File: config.mk
export PLATFORM = sky130hd
export DESIGN_NAME = swc_div
export DESIGN_NICKNAME = d
export VERILOG_FILES = /design/src/sv/swc_pkg.sv /design/src/sv/swc_div.sv
export SDC_FILE = /design/constraint.sdc
export NUM_CORES = 2
export LEC_CHECK = 0
export ABC_CLOCK_PERIOD_IN_PS = 4600
export BUFFER_PORTS_ARGS = -buffer_cell sky130_fd_sc_hd__buf_4
export CAP_MARGIN = 20
export CORE_MARGIN = 5
export CORE_UTILIZATION = 50
export CTS_BUF_LIST = sky130_fd_sc_hd__clkbuf_8
export DETAILED_ROUTE_END_ITERATION = 8
export HOLD_SLACK_MARGIN = 0.02
export PLACE_DENSITY = 0.65
export SETUP_SLACK_MARGIN = 0.02
export SLEW_MARGIN = 0
export SYNTH_ARGS = -nofsm -noshare
export SYNTH_HDL_FRONTEND = slang
export SYNTH_SLANG_ARGS = --single-unit
File: constraint.sdc
create_clock -name i_clk -period 4.6 [get_ports i_clk]
set_input_delay 1.38 -clock i_clk [delete_from_list [all_inputs] [get_ports i_clk]]
set_output_delay 1.38 -clock i_clk [all_outputs]
set_load 0.01 [all_outputs]
File: src/sv/swc_pkg.sv
`default_nettype none

package swc_pkg;

    // Field and register widths
    localparam int IN_W      = 24;
    localparam int CFG_W     = 23;
    localparam int RATE_W    = 18;
    localparam int CFG_IDX_W = 2;
    localparam int SUM_W     = IN_W + 1;
    localparam int H_W       = IN_W + 2;
    localparam int INNER_W   = 32;
    localparam int FRAC_BITS = 16;

    // Depth divider: quotient of (q2 << FRAC_BITS) / h, one bit per stage
    localparam int DIV_BITS  = INNER_W - 1;
    localparam int DIV_NUM_W = INNER_W - 1;
    localparam int DIV_DEN_W = H_W - 1;
    localparam int DIV_LAT   = DIV_BITS + 1;

    // Accepting edge to result strobe
    localparam int PIPE_LAT  = DIV_LAT + 11;

    localparam logic [CFG_IDX_W-1:0] CFG_LATTICE_SPEED = 2'd0;
    localparam logic [CFG_IDX_W-1:0] CFG_INVERSE_SPEED = 2'd1;
    localparam logic [CFG_IDX_W-1:0] CFG_GRAVITY       = 2'd2;
    localparam logic [CFG_IDX_W-1:0] CFG_RELAX_RATE    = 2'd3;

    localparam logic [CFG_W-1:0]  RST_LATTICE_SPEED = 23'd131072;
    localparam logic [CFG_W-1:0]  RST_INVERSE_SPEED = 23'd32768;
    localparam logic [CFG_W-1:0]  RST_GRAVITY       = 23'd65536;
    localparam logic [RATE_W-1:0] RST_RELAX_RATE    = 18'd65536;

    localparam logic signed [INNER_W-1:0] INNER_MAX = 32'sh7FFF_FFFF;
    localparam logic signed [IN_W-1:0]    OUT_MAX   = 24'sh7F_FFFF;
    localparam logic signed [IN_W-1:0]    OUT_MIN   = 24'sh80_0000;

    typedef struct packed {
        logic signed [IN_W-1:0] dist_rest;
        logic signed [IN_W-1:0] dist_right;
        logic signed [IN_W-1:0] dist_left;
    } t_cell_in;

    typedef struct packed {
        logic signed [IN_W-1:0] new_rest;
        logic signed [IN_W-1:0] new_right;
        logic signed [IN_W-1:0] new_left;
        logic                   depth_error;
    } t_cell_out;

    // Clamp to the symmetric internal range
    function automatic logic signed [INNER_W-1:0] sat_inner(input logic signed [63:0] x);
        logic signed [63:0] hi;
        logic signed [63:0] lo;
        hi = 64'(INNER_MAX);
        lo = -hi;
        if (x > hi) begin
            sat_inner = INNER_MAX;
        end else if (x < lo) begin
            sat_inner = -INNER_MAX;
        end else begin
            sat_inner = x[INNER_W-1:0];
        end
    endfunction

    // Finish a Q.16 product: floor shift, then clamp
    function automatic logic signed [INNER_W-1:0] mulq_fin(input logic signed [63:0] p);
        mulq_fin = sat_inner(p >>> FRAC_BITS);
    endfunction

    function automatic logic signed [IN_W-1:0] sat_out(input logic signed [63:0] x);
        if (x > 64'(OUT_MAX)) begin
            sat_out = OUT_MAX;
        end else if (x < 64'(OUT_MIN)) begin
            sat_out = OUT_MIN;
        end else begin
            sat_out = x[IN_W-1:0];
        end
    endfunction

endpackage

`default_nettype wire

File: src/sv/swc_div.sv
`default_nettype none

module swc_div import swc_pkg::*; (
    input  wire logic                 i_clk,
    input  wire logic                 i_rst_n,
    input  wire logic                 i_valid,
    input  wire logic [DIV_NUM_W-1:0] i_num,
    input  wire logic [DIV_DEN_W-1:0] i_den,
    output logic                      o_valid,
    output logic [DIV_BITS-1:0]       o_quo
);

    localparam int LOW_W = DIV_BITS;

    logic                 r_v   [0:DIV_BITS];
    logic                 r_sat [0:DIV_BITS];
    logic [DIV_DEN_W-1:0] r_rem [0:DIV_BITS];
    logic [DIV_DEN_W-1:0] r_den [0:DIV_BITS];
    logic [LOW_W-1:0]     r_low [0:DIV_BITS];
    logic [DIV_BITS-1:0]  r_quo [0:DIV_BITS];

    // Entry: the top dividend bits stay below the divisor unless the quotient overflows
    always_ff @(posedge i_clk) begin
        if (!i_rst_n) begin
            r_v[0] <= 1'b0;
        end else begin
            r_v[0] <= i_valid;
        end
    end

    always_ff @(posedge i_clk) begin
        r_sat[0] <= (DIV_DEN_W + DIV_BITS - FRAC_BITS)'(i_num)
                    >= {i_den, (DIV_BITS - FRAC_BITS)'(0)};
        r_rem[0] <= DIV_DEN_W'(i_num[DIV_NUM_W-1:DIV_BITS-FRAC_BITS]);
        r_low[0] <= {i_num[DIV_BITS-FRAC_BITS-1:0], FRAC_BITS'(0)};
        r_den[0] <= i_den;
        r_quo[0] <= '0;
    end

    for (genvar k = 0; k < DIV_BITS; k++) begin : g_stage
        logic [DIV_DEN_W:0] w_trial;
        logic [DIV_DEN_W:0] w_diff;
        logic               w_ge;

        always_comb begin
            w_trial = {r_rem[k], r_low[k][LOW_W-1]};
            w_diff  = w_trial - {1'b0, r_den[k]};
            w_ge    = w_trial >= {1'b0, r_den[k]};
        end

        always_ff @(posedge i_clk) begin
            if (!i_rst_n) begin
                r_v[k+1] <= 1'b0;
            end else begin
                r_v[k+1] <= r_v[k];
            end
        end

        always_ff @(posedge i_clk) begin
            r_sat[k+1] <= r_sat[k];
            r_den[k+1] <= r_den[k];
            r_rem[k+1] <= w_ge ? w_diff[DIV_DEN_W-1:0] : w_trial[DIV_DEN_W-1:0];
            r_low[k+1] <= {r_low[k][LOW_W-2:0], 1'b0};
            r_quo[k+1] <= {r_quo[k][DIV_BITS-2:0], w_ge};
        end
    end

    assign o_valid = r_v[DIV_BITS];
    assign o_quo   = r_sat[DIV_BITS] ? '1 : r_quo[DIV_BITS];

endmodule

`default_nettype wire

# Word level (Yosys, flattened, before mapping)
# Memories as Yosys holds them, arrays and structs flattened.
# Cells that the tools add are included.
dict set report op_classes {
  add_sub_neg 31
  n_shift 0
  bitwise_logic 32
  reduce_logical 0
  mul 0
  mux 66
  n_eq_ne 0
  order_cmp 32
  div_mod_pow 0
}
# op count
set op_table {}
lappend op_table {{26-bit by 25-bit greater-or-equal comparator with 1-bit output} 31}
lappend op_table {{25-bit two-way mux} 31}
lappend op_table {{25-bit subtractor} 31}
lappend op_table {{31-bit by 40-bit greater-or-equal comparator with 1-bit output} 1}
lappend op_table {{1-bit two-way mux} 34}
lappend op_table {{1-bit OR} 32}
lappend op_table {{31-bit two-way mux} 1}
dict set report word_totals {
  romBits 0
  ram_bits 3616
  elab_cells 167
  output_inout_bits 32
  input_bits 59
  memories 6
  regBits 0
  latch_bits 0
}
# name words word_bits read_ports rd_ports_with_merged_regs wr line_no
set mem_list {}
lappend mem_list {r_quo 32 31 32 0 32 swc_div.sv:20} ;# logic [DIV_BITS-1:0] r_quo [0:DIV_BITS];
lappend mem_list {r_low 32 30 31 0 32 swc_div.sv:19} ;# logic [LOW_W-1:0] r_low [0:DIV_BITS];
lappend mem_list {r_den 32 25 31 0 32 swc_div.sv:18} ;# logic [DIV_DEN_W-1:0] r_den [0:DIV_BITS];
lappend mem_list {r_rem 32 25 31 0 32 swc_div.sv:17} ;# logic [DIV_DEN_W-1:0] r_rem [0:DIV_BITS];
lappend mem_list {r_sat 32 1 32 0 32 swc_div.sv:16} ;# logic r_sat [0:DIV_BITS];
lappend mem_list {r_v 32 1 32 0 32 swc_div.sv:15} ;# logic r_v [0:DIV_BITS];

# Logic depth before layout (Yosys ltp)
# An unclocked memory read counts as a cell.
dict set report depth {
  depth_word 3
  mapped_depth 15
  ltp_nobuf 14
}

# Least setup slack after synthesis
# Ideal clock, no wire load.
dict set report synth_timing {
  path_kind {register to register}
  start {memory r_low[0][179] in the netlist's numbering}
  end {memory r_rem[6][16] in the netlist's numbering}
  setup_slack_ns 1.386
  path_buffers 1
  period_less_slack_ns 3.214
  stages_incl_launch_ff 15
  arrival_time_ns 3.094
  setup_ns 0.121
  t_required_ns 4.479
  cell_sequence {dfxtp_1 -> inv_1 -> ha_1 -> inv_1 -> fa_1 -> a211o_1 -> o211ai_1 -> a21o_2 -> nor2_1 -> o31a_1 -> a31oi_1 -> o21ai_1 -> a21oi_2 -> buf_4 -> mux2_2}
}
# item line_no
set synth_lines {}
lappend synth_lines {{from (decl)} swc_div.sv:19}
lappend synth_lines {{to (decl)} swc_div.sv:17}

==> results_dict.tcl <==
set metrics [dict create \
    pin_count_of_the_biggest_net_entering_global_routing 46 \
    synthCells 9528 \
    drt_iter0_drc 4074 \
    io_pins 91 \
    p_switching_mw 29.9 \
    netSwitchingFraction_pct 36.7 \
    firstDrtPassIters 6 \
    cts_num_sinks 2221 \
    timing.setup.critical_path_class "reg -> reg" \
    crit_required_ns 5.51 \
    synthArstFlopShare_pct 0 \
    share_of_post_route_cells_with_drive_strength_above_1_pct 11.5 \
    timing.critical_path.arrival_ns 4.75 \
    combinationalPowerShare_pct 43.1 \
    netlist_area_sq_um 93500 \
    global_route.usage.met3_pct 3.83 \
    fp-row-count 158 \
    wl_per_cell_um 17.0 \
    clock_tree.root_cell "sky130_fd_sc_hd__clkbuf_8" \
    rel_slew_slack_pct 32.9 \
    total_power_consumption_mw 81.3 \
    ys_dominant_reg_cell "sky130_fd_sc_hd__dfxtp_1" \
    critical_path.startpoint_type "flip-flop" \
    setup-tns-final_ns 0 \
    leakagePower_nw 48.6 \
    cts_hold_buffers 0 \
    gr-max-usage-layer "met2" \
    drv_slew 0 \
    average_cell_area_after_synthesis_sq_um 9.81 \
    finalNetCount 10690 \
    final_hold_viol_count 0 \
    layout.cell_area.non_filler_sq_um 105000 \
    drt-vias-per-instance 5.31 \
    tightestPinTransition_ns 1.01 \
    run_status "completed" \
    fp.dieArea_sq_um 196000 \
    groute.usage.overall_pct 21.3 \
    p_int_mw 51.5 \
    final_min_period_over_clock_period_pct 83.4 \
    place.port_buffers 90 \
    chipHeight_um 442 \
    hold_path_depth 0 \
    ffs_latches_synth 2221 \
    clk_latency_ns 1.04 \
    route.detailed.drc 0 \
    synth-warning-count 0 \
    fmax_mhz 261 \
    pwr-share-clk_pct 22.6 \
    tritoncts_clock_tree "built" \
    number_of_buffers_added_for_setup_after_cts 0 \
    path_max_fanout 25 \
    grt_overflow 0 \
    initial_utilization_pct 50.3 \
    synth.net_count 10399 \
    max-vdd-ir-drop_mv 0.488 \
    area_growth_pct 12.2 \
    gr-usage-met1_pct 26.4 \
    postCtsResizedCells 0 \
    grtUsageMet2_pct 36.9 \
    utilization_pct 56.5 \
    rsz0062_at_grt "false" \
    core_area_sq_um 186000 \
    max_cap_viol_count 0 \
    grt_pass1_vias 66270 \
    cts_max_level 5 \
    synthTopCellsByCount "2,221 x sky130_fd_sc_hd__dfxtp_1, 968 x sky130_fd_sc_hd__inv_1, 782 x sky130_fd_sc_hd__ha_1" \
    antenna_left 0 \
    cts_made_buffers 371 \
    fin_worst_hold_slack_ns 0.269 \
    synth_cell_types 101 \
    yosysMostFrequentCell "sky130_fd_sc_hd__dfxtp_1" \
    synth_edf_count 0 \
    synthDominantAreaCellType "sky130_fd_sc_hd__dfxtp_1" \
    clock_path_buffers 4 \
    finalCriticalPeriod_ns 3.84 \
    detailed_place_hpwl_um 165000 \
    yosys-top-cells-area "sky130_fd_sc_hd__dfxtp_1 48%, sky130_fd_sc_hd__ha_1 10%, sky130_fd_sc_hd__a21oi_1 4.2%" \
    pwr-share-seq_pct 34.3 \
    place.gp.congestion 0.902 \
    critPathCaptureType "flip-flop" \
    grt_first_pass_wirelength_um 342000 \
    finalSetupViolations 0 \
    floorplan.die.width_um 442 \
    worst_setup_hold_path_clk_slew_ns 0.06 \
    p_per_area_nw_per_um2 775 \
    worstRegToRegCells 13 \
    hold_crit_path_type "reg -> reg" \
    seq_area_frac_synth_pct 47.5 \
    placed_cell_area_sq_um 96900 \
    yosys.area.top_type_share_pct 47.5 \
    grt_antenna_before_repair 5 \
    detailroute.via_count 66717 \
    finClkSkew_ns 0.0930 \
    finalWirelength_um 214000 \
]
layout by cell type (no fill, tap or decap), types with 232 or more instances in the layout:
master,instances
sky130_fd_sc_hd__o21ai_0,489
sky130_fd_sc_hd__ha_1,782
sky130_fd_sc_hd__dfxtp_1,2220
sky130_fd_sc_hd__mux2_2,297
sky130_fd_sc_hd__nand2_1,482
sky130_fd_sc_hd__a21oi_1,773
sky130_fd_sc_hd__inv_1,1042
sky130_fd_sc_hd__clkbuf_8,469
sky130_fd_sc_hd__xnor2_1,380
sky130_fd_sc_hd__nor2_1,557
sky130_fd_sc_hd__a21o_1,354
sky130_fd_sc_hd__xor2_1,232
kinds of logic after synthesis:
logic type / share of synthesized area [%]
compound gates: 16.1
xor+xnor: 5.73
fa+ha+maj: 11.1
buf+inv: 4.90
flops: 47.5
mux: 4.33
simple gates: 10.3
final timing paths:
kind | startpoint | endpoint | slack (ns)
min | r_quo[28][7] | r_quo[29][8] | 0.27
max reg2reg | r_low[0][59] | r_rem[2][18] | 0.76
max | r_low[0][59] | r_rem[2][18] | 0.76
min reg2reg | r_quo[28][7] | r_quo[29][8] | 0.27
metal layers:
layer	wire [um]	vias to the layer above	part of all wire, %
met4	6720	0	3.1
met2	104000	1543	48
li1	-	33560	-
met1	93200	31189	44
met3	10600	425	5.0
met5	0	-	0
state kept, by name, indices dropped and copies added, names as in the netlist:
signal and count:
r_sat 32, r_quo 496, r_rem 766, r_v 32
r_den 775, r_low 120
worst max-delay path, cell delays in order (launching register included):
cell	delay (ns)
sky130_fd_sc_hd__dfxtp_1	0.30
sky130_fd_sc_hd__inv_1	0.07
sky130_fd_sc_hd__ha_1	0.16
sky130_fd_sc_hd__inv_1	0.05
sky130_fd_sc_hd__fa_1	0.41
sky130_fd_sc_hd__a21oi_1	0.19
sky130_fd_sc_hd__o21ai_0	0.17
sky130_fd_sc_hd__a2111oi_2	0.57
sky130_fd_sc_hd__nor4_1	0.16
sky130_fd_sc_hd__o21ai_0	0.54
sky130_fd_sc_hd__o211a_1	0.26
sky130_fd_sc_hd__a21o_2	0.25
sky130_fd_sc_hd__inv_2	0.25
sky130_fd_sc_hd__mux2_2	0.35
final cells by class:
| class | count | area, sq um |
|---|---|---|
| multi-input cells | 6115 | 44600 |
| clock buffers | 469 | 6450 |
| well taps | 2480 | 3100 |
| flip-flops and latches | 2221 | 44500 |
| diodes | 1 | 2.50 |
| inverters | 969 | 3640 |
| fillers | 16419 | 80900 |
| repair buffers | 141 | 1150 |
| clock inverters | 171 | 1540 |
per-stage QoR:
step	setup WS (ns)	instances
2_1_floorplan	1.39	9528
3_3_place_gp	0.593	11922
3_5_place_dp	0.843	11924
4_1_cts	0.663	12564
5_1_grt	0.447	12567
6_report	0.762	12567
power groups by stage:
stage | logic, mW | registers (mW) | clock network (mW)
floorplan | 27.7 | 26.6 | 0
finish | 35.1 | 27.9 | 18.4
global placement | 34.1 | 28.4 | 0
detailed placement | 34.6 | 28.4 | 0
global route | 39.1 | 28.4 | 19.9
CTS | 34.9 | 28.0 | 19.0
Note: power is estimated with default switching activity, not from simulation.
